File: src/sfp_pkg.sv
// Shared types, constants and the CRC-8 byte update for the serial frame parser.
package sfp_pkg;

    // Frame marker bytes
    localparam logic [7:0] HDR1_BYTE = 8'h55;
    localparam logic [7:0] HDR2_BYTE = 8'hAA;
    localparam logic [7:0] END1_BYTE = 8'h0D;
    localparam logic [7:0] END2_BYTE = 8'h0A;

    // Reflected CRC-8 polynomial and command register reset value
    localparam logic [7:0]  CRC_POLY    = 8'h8C;
    localparam logic [15:0] CMD_DEFAULT = 16'hA55A;

    // Result status codes
    localparam logic [2:0] STATUS_OK     = 3'd0;
    localparam logic [2:0] STATUS_HEADER = 3'd1;
    localparam logic [2:0] STATUS_CMD    = 3'd2;
    localparam logic [2:0] STATUS_ENDER  = 3'd3;
    localparam logic [2:0] STATUS_CKSUM  = 3'd4;

    // Number of payload bytes kept for the wheel speeds
    localparam int SPEED_BYTES = 8;

    typedef logic [7:0] t_byte;

    // One result item
    typedef struct packed {
        logic [2:0]         status;
        logic signed [15:0] speed_left_front;
        logic signed [15:0] speed_right_front;
        logic signed [15:0] speed_right_back;
        logic signed [15:0] speed_left_back;
        logic [7:0]         payload_length;
    } t_result;

    // Parser output towards the result register
    typedef struct packed {
        logic    valid;
        t_result result;
    } t_parse_out;

    // Fold one byte into the running CRC, one bit per step
    function automatic logic [7:0] crc8_update(input logic [7:0] crc, input logic [7:0] b);
        logic [7:0] c;
        c = crc ^ b;
        for (int k = 0; k < 8; k++) begin
            if (c[0]) begin
                c = (c >> 1) ^ CRC_POLY;
            end else begin
                c = c >> 1;
            end
        end
        return c;
    endfunction

endpackage

File: src/speed_frame_parser_crc8.sv
// Top level of the serial frame parser with CRC-8 check and wheel speed decode.
// Result path: input register, combinational parse, then the result register.
// Throughput: one byte per cycle; the input register feeds the parser each cycle that
// the result register has room.
// Reset: synchronous active low; parser hunts for a header, command returns to A55A;
// the byte and configuration ports hold off while reset is low.
module speed_frame_parser_crc8 (
    input  logic               i_clk,
    input  logic               i_rst_n,
    input  logic               i_valid,
    output logic               o_stall,
    input  logic [7:0]         i_rx_byte,
    output logic               o_valid,
    input  logic               i_stall,
    output logic [2:0]         o_status,
    output logic signed [15:0] o_speed_left_front,
    output logic signed [15:0] o_speed_right_front,
    output logic signed [15:0] o_speed_right_back,
    output logic signed [15:0] o_speed_left_back,
    output logic [7:0]         o_payload_length,
    input  logic               i_cfg_valid,
    output logic               o_cfg_ready,
    input  logic [15:0]        i_cfg_expected_command
);

    logic [15:0]         r_cmd;
    logic                out_free;
    logic                step;
    logic [7:0]          stage_byte;
    sfp_pkg::t_parse_out parse_out;
    sfp_pkg::t_result    result;

    // Take configuration writes only out of reset
    assign o_cfg_ready = i_rst_n;

    // Command register
    always_ff @(posedge i_clk) begin
        if (!i_rst_n) begin
            r_cmd <= sfp_pkg::CMD_DEFAULT;
        end else if (i_cfg_valid && o_cfg_ready) begin
            r_cmd <= i_cfg_expected_command;
        end
    end

    sfp_in_reg u_in_reg (
        .i_clk     (i_clk),
        .i_rst_n   (i_rst_n),
        .i_valid   (i_valid),
        .o_stall   (o_stall),
        .i_rx_byte (i_rx_byte),
        .i_adv_ok  (out_free),
        .o_step    (step),
        .o_byte    (stage_byte)
    );

    sfp_parser u_parser (
        .i_clk              (i_clk),
        .i_rst_n            (i_rst_n),
        .i_step             (step),
        .i_byte             (stage_byte),
        .i_expected_command (r_cmd),
        .o_out              (parse_out)
    );

    sfp_out_reg u_out_reg (
        .i_clk    (i_clk),
        .i_rst_n  (i_rst_n),
        .i_in     (parse_out),
        .i_stall  (i_stall),
        .o_free   (out_free),
        .o_valid  (o_valid),
        .o_result (result)
    );

    assign o_status            = result.status;
    assign o_speed_left_front  = result.speed_left_front;
    assign o_speed_right_front = result.speed_right_front;
    assign o_speed_right_back  = result.speed_right_back;
    assign o_speed_left_back   = result.speed_left_back;
    assign o_payload_length    = result.payload_length;

    // Status is always one of the defined codes
    a_status_range: assert property (@(posedge i_clk) disable iff (!i_rst_n)
        o_valid |-> (o_status <= sfp_pkg::STATUS_CKSUM))
        else $error("status code out of range");

    // Error results carry no speeds
    a_err_speeds: assert property (@(posedge i_clk) disable iff (!i_rst_n)
        (o_valid && o_status != sfp_pkg::STATUS_OK) |->
        (o_speed_left_front == 16'sd0 && o_speed_right_front == 16'sd0 &&
         o_speed_right_back == 16'sd0 && o_speed_left_back == 16'sd0))
        else $error("error result carries speeds");

    // Header and command errors report no length
    a_err_length: assert property (@(posedge i_clk) disable iff (!i_rst_n)
        (o_valid && (o_status == sfp_pkg::STATUS_HEADER ||
                     o_status == sfp_pkg::STATUS_CMD)) |-> (o_payload_length == 8'd0))
        else $error("early error reports a length");

    // A result is never produced into a full, stalled result register
    a_no_overwrite: assert property (@(posedge i_clk) disable iff (!i_rst_n)
        (o_valid && i_stall) |-> !parse_out.valid)
        else $error("result register overwritten");

endmodule

File: src/sfp_in_reg.sv
// Input register stage: holds one received byte until the parser takes it.
module sfp_in_reg (
    input  logic        i_clk,
    input  logic        i_rst_n,
    input  logic        i_valid,
    output logic        o_stall,
    input  logic [7:0]  i_rx_byte,
    input  logic        i_adv_ok,
    output logic        o_step,
    output logic [7:0]  o_byte
);

    logic       r_valid;
    logic       n_valid;
    logic [7:0] r_byte;
    logic       accept;

    // Advance into the parser whenever the result side has room; hold off during reset
    assign o_step  = r_valid && i_adv_ok;
    assign o_stall = !i_rst_n || (r_valid && !i_adv_ok);
    assign accept  = i_valid && !o_stall;
    assign o_byte  = r_byte;

    always_comb begin
        n_valid = r_valid;
        if (accept) begin
            n_valid = 1'b1;
        end else if (o_step) begin
            n_valid = 1'b0;
        end
    end

    // Hold the valid flag
    always_ff @(posedge i_clk) begin
        if (!i_rst_n) begin
            r_valid <= 1'b0;
        end else begin
            r_valid <= n_valid;
        end
    end

    // Capture the byte on accept
    always_ff @(posedge i_clk) begin
        if (accept) begin
            r_byte <= i_rx_byte;
        end
    end

endmodule

File: src/sfp_parser.sv
// Frame parser: phase tracking, running CRC, payload capture and result decode.
module sfp_parser (
    input  logic                i_clk,
    input  logic                i_rst_n,
    input  logic                i_step,
    input  logic [7:0]          i_byte,
    input  logic [15:0]         i_expected_command,
    output sfp_pkg::t_parse_out o_out
);

    localparam logic [3:0] PH_HUNT1   = 4'd0;
    localparam logic [3:0] PH_HUNT2   = 4'd1;
    localparam logic [3:0] PH_CMD1    = 4'd2;
    localparam logic [3:0] PH_CMD2    = 4'd3;
    localparam logic [3:0] PH_LEN     = 4'd4;
    localparam logic [3:0] PH_PAYLOAD = 4'd5;
    localparam logic [3:0] PH_CRC     = 4'd6;
    localparam logic [3:0] PH_END1    = 4'd7;
    localparam logic [3:0] PH_END2    = 4'd8;

    logic [3:0] r_phase;
    logic [3:0] n_phase;
    logic [7:0] r_crc;
    logic [7:0] n_crc;
    logic [7:0] r_count;
    logic [7:0] n_count;
    logic [7:0] r_length;
    logic [7:0] n_length;
    logic       r_crc_ok;
    logic       n_crc_ok;
    logic       clear_speed;
    logic       write_speed;
    logic [7:0] crc_next;
    logic [7:0] count_inc;
    sfp_pkg::t_byte r_speed [sfp_pkg::SPEED_BYTES];

    assign crc_next  = sfp_pkg::crc8_update(r_crc, i_byte);
    assign count_inc = r_count + 8'd1;

    // Decide next phase, counters and the result for the byte in hand
    always_comb begin
        n_phase     = r_phase;
        n_crc       = r_crc;
        n_count     = r_count;
        n_length    = r_length;
        n_crc_ok    = r_crc_ok;
        clear_speed = 1'b0;
        write_speed = 1'b0;
        o_out       = '0;
        case (r_phase)
            PH_HUNT2: begin
                if (i_byte != sfp_pkg::HDR2_BYTE) begin
                    n_phase             = PH_HUNT1;
                    o_out.valid         = 1'b1;
                    o_out.result.status = sfp_pkg::STATUS_HEADER;
                end else begin
                    n_crc   = crc_next;
                    n_phase = PH_CMD1;
                end
            end
            PH_CMD1: begin
                if (i_byte != i_expected_command[15:8]) begin
                    n_phase             = PH_HUNT1;
                    o_out.valid         = 1'b1;
                    o_out.result.status = sfp_pkg::STATUS_CMD;
                end else begin
                    n_crc   = crc_next;
                    n_phase = PH_CMD2;
                end
            end
            PH_CMD2: begin
                if (i_byte != i_expected_command[7:0]) begin
                    n_phase             = PH_HUNT1;
                    o_out.valid         = 1'b1;
                    o_out.result.status = sfp_pkg::STATUS_CMD;
                end else begin
                    n_crc   = crc_next;
                    n_phase = PH_LEN;
                end
            end
            PH_LEN: begin
                n_crc    = crc_next;
                n_length = i_byte;
                n_count  = '0;
                n_phase  = (i_byte == 8'd0) ? PH_CRC : PH_PAYLOAD;
            end
            PH_PAYLOAD: begin
                n_crc       = crc_next;
                write_speed = (r_count < 8'(sfp_pkg::SPEED_BYTES));
                n_count     = count_inc;
                if (count_inc >= r_length) begin
                    n_phase = PH_CRC;
                end
            end
            PH_CRC: begin
                n_crc_ok = (i_byte == r_crc);
                n_phase  = PH_END1;
            end
            PH_END1: begin
                if (i_byte != sfp_pkg::END1_BYTE) begin
                    n_phase                     = PH_HUNT1;
                    o_out.valid                 = 1'b1;
                    o_out.result.status         = sfp_pkg::STATUS_ENDER;
                    o_out.result.payload_length = r_length;
                end else begin
                    n_phase = PH_END2;
                end
            end
            PH_END2: begin
                n_phase                     = PH_HUNT1;
                o_out.valid                 = 1'b1;
                o_out.result.payload_length = r_length;
                if (i_byte != sfp_pkg::END2_BYTE) begin
                    o_out.result.status = sfp_pkg::STATUS_ENDER;
                end else if (!r_crc_ok) begin
                    o_out.result.status = sfp_pkg::STATUS_CKSUM;
                end else begin
                    o_out.result.status            = sfp_pkg::STATUS_OK;
                    o_out.result.speed_left_front  = {r_speed[0], r_speed[1]};
                    o_out.result.speed_right_front = {r_speed[2], r_speed[3]};
                    o_out.result.speed_right_back  = {r_speed[4], r_speed[5]};
                    o_out.result.speed_left_back   = {r_speed[6], r_speed[7]};
                end
            end
            default: begin
                // Hunting for the first header byte; stray bytes are dropped
                n_phase = PH_HUNT1;
                if (i_byte == sfp_pkg::HDR1_BYTE) begin
                    n_crc       = sfp_pkg::crc8_update(8'd0, i_byte);
                    n_count     = '0;
                    n_length    = '0;
                    n_crc_ok    = 1'b0;
                    clear_speed = 1'b1;
                    n_phase     = PH_HUNT2;
                end
            end
        endcase
        if (!i_step) begin
            o_out.valid = 1'b0;
        end
    end

    // Advance parse state on each byte taken
    always_ff @(posedge i_clk) begin
        if (!i_rst_n) begin
            r_phase  <= PH_HUNT1;
            r_crc    <= '0;
            r_count  <= '0;
            r_length <= '0;
            r_crc_ok <= 1'b0;
        end else if (i_step) begin
            r_phase  <= n_phase;
            r_crc    <= n_crc;
            r_count  <= n_count;
            r_length <= n_length;
            r_crc_ok <= n_crc_ok;
        end
    end

    // Capture the first payload bytes, clear them at each new frame
    always_ff @(posedge i_clk) begin
        if (!i_rst_n) begin
            for (int k = 0; k < sfp_pkg::SPEED_BYTES; k++) begin
                r_speed[k] <= '0;
            end
        end else if (i_step && clear_speed) begin
            for (int k = 0; k < sfp_pkg::SPEED_BYTES; k++) begin
                r_speed[k] <= '0;
            end
        end else if (i_step && write_speed) begin
            r_speed[r_count[2:0]] <= i_byte;
        end
    end

endmodule

File: src/sfp_out_reg.sv
// Result register: holds one result item until the downstream side takes it.
module sfp_out_reg (
    input  logic                i_clk,
    input  logic                i_rst_n,
    input  sfp_pkg::t_parse_out i_in,
    input  logic                i_stall,
    output logic                o_free,
    output logic                o_valid,
    output sfp_pkg::t_result    o_result
);

    logic             r_valid;
    logic             n_valid;
    sfp_pkg::t_result r_result;

    // Room for a new result when empty or draining this cycle
    assign o_free   = !r_valid || !i_stall;
    assign o_valid  = r_valid;
    assign o_result = r_result;

    always_comb begin
        n_valid = r_valid;
        if (i_in.valid) begin
            n_valid = 1'b1;
        end else if (!i_stall) begin
            n_valid = 1'b0;
        end
    end

    always_ff @(posedge i_clk) begin
        if (!i_rst_n) begin
            r_valid <= 1'b0;
        end else begin
            r_valid <= n_valid;
        end
    end

    // Load the result payload
    always_ff @(posedge i_clk) begin
        if (i_in.valid) begin
            r_result <= i_in.result;
        end
    end

endmodule

File: config.mk
export PLATFORM = sky130hd
export DESIGN_NAME = speed_frame_parser_crc8
export DESIGN_NICKNAME = d
export VERILOG_FILES = /design/src/sfp_pkg.sv /design/src/speed_frame_parser_crc8.sv /design/src/sfp_in_reg.sv /design/src/sfp_parser.sv /design/src/sfp_out_reg.sv
export SDC_FILE = /design/constraint.sdc
export NUM_CORES = 1
export LEC_CHECK = 0
export BUFFER_PORTS_ARGS = -buffer_cell sky130_fd_sc_hd__buf_2
export CAP_MARGIN = 20
export CORE_UTILIZATION = 60
export DETAILED_ROUTE_END_ITERATION = 8
export PLACE_DENSITY = 0.82
export SKIP_CTS_REPAIR_TIMING = 1
export SLEW_MARGIN = 20
export SYNTH_ARGS = -nofsm -noshare
export SYNTH_HDL_FRONTEND = slang
export SYNTH_SLANG_ARGS = --single-unit
File: constraint.sdc
create_clock -name i_clk -period 14.8 [get_ports i_clk]
set_input_delay 1.48 -clock i_clk [delete_from_list [all_inputs] [get_ports i_clk]]
set_output_delay 1.48 -clock i_clk [all_outputs]
set_load 0.01 [all_outputs]
---- Word-level counts from Yosys, hierarchy flattened ----
Memories as Yosys holds them, arrays and structs flattened. A register that Yosys moved wholly into a read port is not among the register bits.
Cells that the tools add are included.
operators by class
  bitwise gates (word level) .............. 31
  muxes and demuxes ....................... 84
  equality and inequality tests ........... 20
  add/subtract/negate cells ............... 1
  order comparisons ....................... 2
  reductions and logical operators ........ 32
operators with widths
  cell                   number
  $mux W8                45
  $not A2 Y3             16
  $pmux W8 S5            1
  $pmux W4 S8            1
  $pmux W8 S2            2
  $mux W4                6
  $pmux W8 S3            1
  $pmux W4 S5            1
  $mux W1                19
  $eq A4 B3 Y1 const B   4
  $ne A8 B4 Y1 const B   2
  $ne A8 B8 Y1           2
  $reduce_or A8 Y1       2
  $reduce_or A7 Y1       2
  $mux W3                4
  $reduce_and A3 Y1      3
  $add A8 B1 Y8 const B  1
  $eq A4 B2 Y1 const B   2
  $eq A8 B7 Y1 const B   1
  $eq A8 B8 Y1           1
  $ge A8 B8 Y1           1
  $logic_not A8 Y1       1
  $lt A8 B4 Y1 const B   1
  $ne A8 B8 Y1 const B   1
  20 further kinds       50
storage, ports and cells
  logic and storage cells ................. 182
  memories kept ........................... 1
  register bits ........................... 66
  memory bits (writable) .................. 64
  input bits .............................. 29
memories
  name              depth  width  rd ports  clocked after Yosys merged registers in  write ports  RTL line          RTL
  u_parser.r_speed  8      8      8         8                                        8            sfp_parser.sv:35  sfp_pkg::t_byte r_speed [sfp_pkg::SPEED_BYTES];

---- Depth between registers and ports, before layout ----
  depth after elaboration ................. 32
  depth in mapped cells ................... 12
  gate-level depth less buffers ........... 10

---- Modules after synthesis ----
Synthesis repeated with hierarchy kept, for this count alone.
unflattened totals
  cell total of the unflattened synthesis .. 719
  area, all modules ....................... 8,583.2 um2
modules (own cells, without submodules)
  module                   cells an instance  area an instance (um2)  times used
  sfp_parser               573                5,391.4                 1
  sfp_out_reg              79                 2,287.2                 1
  speed_frame_parser_crc8  52                 603.1                   1
  sfp_in_reg               15                 301.5                   1

---- Worst setup path before layout ----
No wires, ideal clock.
  kind .................................... input -> register
  start point ............................. input i_stall
  end point ............................... register u_out_reg.r_result (netlist bit o_speed_left_back[0]), enable pin
  slack ................................... 8,709 ps
  library setup time ...................... 533 ps
  path buffers ............................ 0
  data arrival time ....................... 5,558 ps
  data required time ...................... 14,267 ps
  stages .................................. 3
  path through ............................ and2_1 nand2b_1 a21oi_1
RTL lines
  item                  RTL line                       RTL
  from (decl)           speed_frame_parser_crc8.sv:14  input logic i_stall,
  to (signal assigned)  sfp_out_reg.sv:41              r_result <= i_in.result;
  to (decl)             sfp_out_reg.sv:14              sfp_pkg::t_result r_result;

==> results.toml <==
[outcome]
run_status = "complete, no violations"

[synthesis]
synth_edf_count = 147
synthCells = 705
ys_seq_area_share_pct = 61.85
synth_area_um2 = 8658
syn_area_per_cell_um2 = 12.28
ys_types = 62
async_flop_share_pct = 0
syn_nets = 743
synth_warnings = 0
ys_ff_latch = 194
synth_ff_type = "edfxtp_1"

[place]
dp_hpwl_um = 11580
io_buffers = 106
gp_congestion = 0.9255
place_area_um2 = 9280
place_ws_ns = 10.71

[floorplanning]
num_io_pins = 107
rows = 43
die_h_um = 122.1
dieArea_um2 = 14910
core_um2 = 13990
start_util_pct = 61.90
die-width_um = 122.1

[global_route]
antenna_found_initial = 0
grt_pass1_wl_um = 27170
grt_max_degree = 65
grt_remaining_overflow = 0
grt_pass1_vias = 5251
grt_usage_pct = 24.64

[final_layout]
syn2layout_area_growth_pct = 13.51
final_cell_area_um2 = 9828
layout.nets = 833
drive_gt1_share_pct = 20.05
diodes = 0

[setup_path]
start_kind = "flip-flop"
path_class = "reg -> reg"
required_ns = 14.86
crit_path_end_kind = "flip-flop"
path_max_fanout = 52
cp.arrival_ns = 3.77

[detailed_routing]
drc = 0
totalWireLength_um = 17320
ant_nets = 0
vias = 5548
wire_per_inst_um = 17.53
dr.pass1.iters = 5
via_per_inst = 5.615
drtIter0Drc = 432

[clocking]
tritoncts = "built"
root_buffer = "clkbuf_16"
clock_sinks = 194
cts_buffers = 17
cts_max_level = 4
clockBufferDepth = 2
path_clk_slew_ns = 0.06
clk_latency_ns = 0.43

[sta]
relSlewSlack_pct = 30.74
setup_ws_ns = 11.09
setup_tns_ns = 0
finalHoldViolations = 0
fin_crit_ns = 3.707
max_freq_mhz = 269.8
final-setup-viol-count = 0
tightest_slew_ns = 1.039
fin_crit_sh_pct = 25.04
fin_skew_ns = 0.008374
rsz0062_at_grt = "false"
slew_viol_final = 0

[power]
ir_drop_uv = 77.80
p_leak_nw = 3.920
p_per_area_nw_per_um2 = 113.9

[worst_hold_path]
min_path_type = "reg -> reg"

[flow_run]
max-cap-violations = 0
cells in the final DEF (no fill, tap or decap), types with 3 or more instances in the layout:
master	n
o21ai_1	5
inv_1	10
buf_2	107
nand2_1	39
nand2b_1	10
clkbuf_1	3
a21oi_2	3
nor2_1	37
edfxtp_1	147
xnor2_1	40
a21o_1	5
and2_1	132
a21oi_1	27
or3_1	4
a22oi_1	3
ha_1	9
and3_1	4
nor3_1	10
mux2i_1	17
nand4_1	10
buf_4	5
xor2_1	15
clkbuf_16	17
o21ai_0	11
nor2b_1	6
nor3_2	5
nand3_1	18
o21a_1	3
dfxtp_1	47
a31oi_1	3
clkinv_2	4
cells in the mapped netlist (all sizes together) (2+ instances only):
library cell / n / share of area (%)
nand2: 39 / 1.7
buf: 17 / 1.1
a311oi: 4 / 0.55
nor2: 37 / 1.6
nor3: 17 / 1.5
nor4: 3 / 0.29
o211ai: 2 / 0.17
o221ai: 2 / 0.20
o2111ai: 2 / 0.20
xor2: 15 / 1.5
or4: 2 / 0.17
clkbuf: 24 / 1.0
xnor3: 2 / 0.52
xnor2: 40 / 4.0
o221a: 2 / 0.26
nand2b: 10 / 0.72
a31oi: 3 / 0.22
o21ai: 16 / 0.92
edfxtp: 147 / 51
nand3: 20 / 1.3
and2: 132 / 9.5
ha: 9 / 1.3
and3: 4 / 0.29
inv: 11 / 0.48
a21oi: 31 / 1.9
a2111oi: 2 / 0.42
nor2b: 6 / 0.43
a21o: 5 / 0.43
nor4b: 2 / 0.38
nand4: 10 / 0.72
nand3b: 2 / 0.17
a22oi: 3 / 0.26
o21a: 3 / 0.26
a21boi: 2 / 0.22
dfxtp: 47 / 11
mux2i: 17 / 2.0
or3: 4 / 0.29
cell families after synthesis:
logic type	count (synthesis)	share of synthesized area (%)
compound gates	85	6.850
fa+ha+maj	9	1.301
mux	17	1.965
buf+inv	53	2.702
flops	194	61.85
xor+xnor	57	6.084
simple gates	290	19.25
power breakdown:
part,internal (mW),switching (mW)
clock network,0.232,0.195
registers,0.597,0.0182
logic,0.0327,0.0442
total,0.862,0.257
layout make-up:
type	instances	area (µm²)
flip-flops and latches	194	5355
fillers	986	4160
multi-input cells	458	3087
repair buffers	112	573.1
clock buffers	20	436.7
well taps	180	225.2
clock inverters	12	106.4
inverters	12	45.04
flip-flops by register name (all words and copies together) (netlist names), 11 cells and up:
signal / count
u_out_reg.o_result: 11
o_speed_left_front: 16
o_speed_left_back: 16
r_cmd: 16
o_speed_right_back: 16
u_parser.r_speed: 64
o_speed_right_front: 16
layer usage:
layer	vias up	GRT usage (%)	part of all wire [%]	wire, µm
met2	194	42.69	51	8757
met3	35	4.354	5.2	909
met1	2653	30.30	42	7280
met4	0	10.37	2.1	369
li1	2666	-	-	-
met5	-	0	0	0
through the flow:
step / utilization, % / instances / hold WS [ns] / total power [mW]
floorplan: - / 705 / 0.4319 / 0.6807
global placement: 66.34 / 955 / 0.4425 / 0.6995
detailed placement: 66.34 / 955 / 0.4451 / 0.7025
CTS: 70.22 / 987 / 0.4525 / 1.122
global route: 70.26 / 988 / 0.4699 / 1.153
finish: 70.26 / 988 / 0.4521 / 1.119
worst paths after layout:
path / endpoint / from / slack, ns / cells after the start
max reg2reg: o_speed_left_front[10] / u_in_reg.o_byte[5] / 11.09 / 6
min: u_parser.r_length[5] / u_parser.r_length[5] / 0.45 / 2
min reg2reg: u_parser.r_length[5] / u_parser.r_length[5] / 0.45 / 2
max: o_speed_left_front[10] / u_in_reg.o_byte[5] / 11.09 / 6
critical path, stage by stage (launching register included):
cell and delay (ns):
edfxtp_1 1.03, nor4_2 0.20, nand4_1 0.19, nor2b_1 0.28
a21oi_2 0.18, a21oi_4 0.76, buf_4 0.65
No activity file was read; power rests on OpenSTA's default activity.
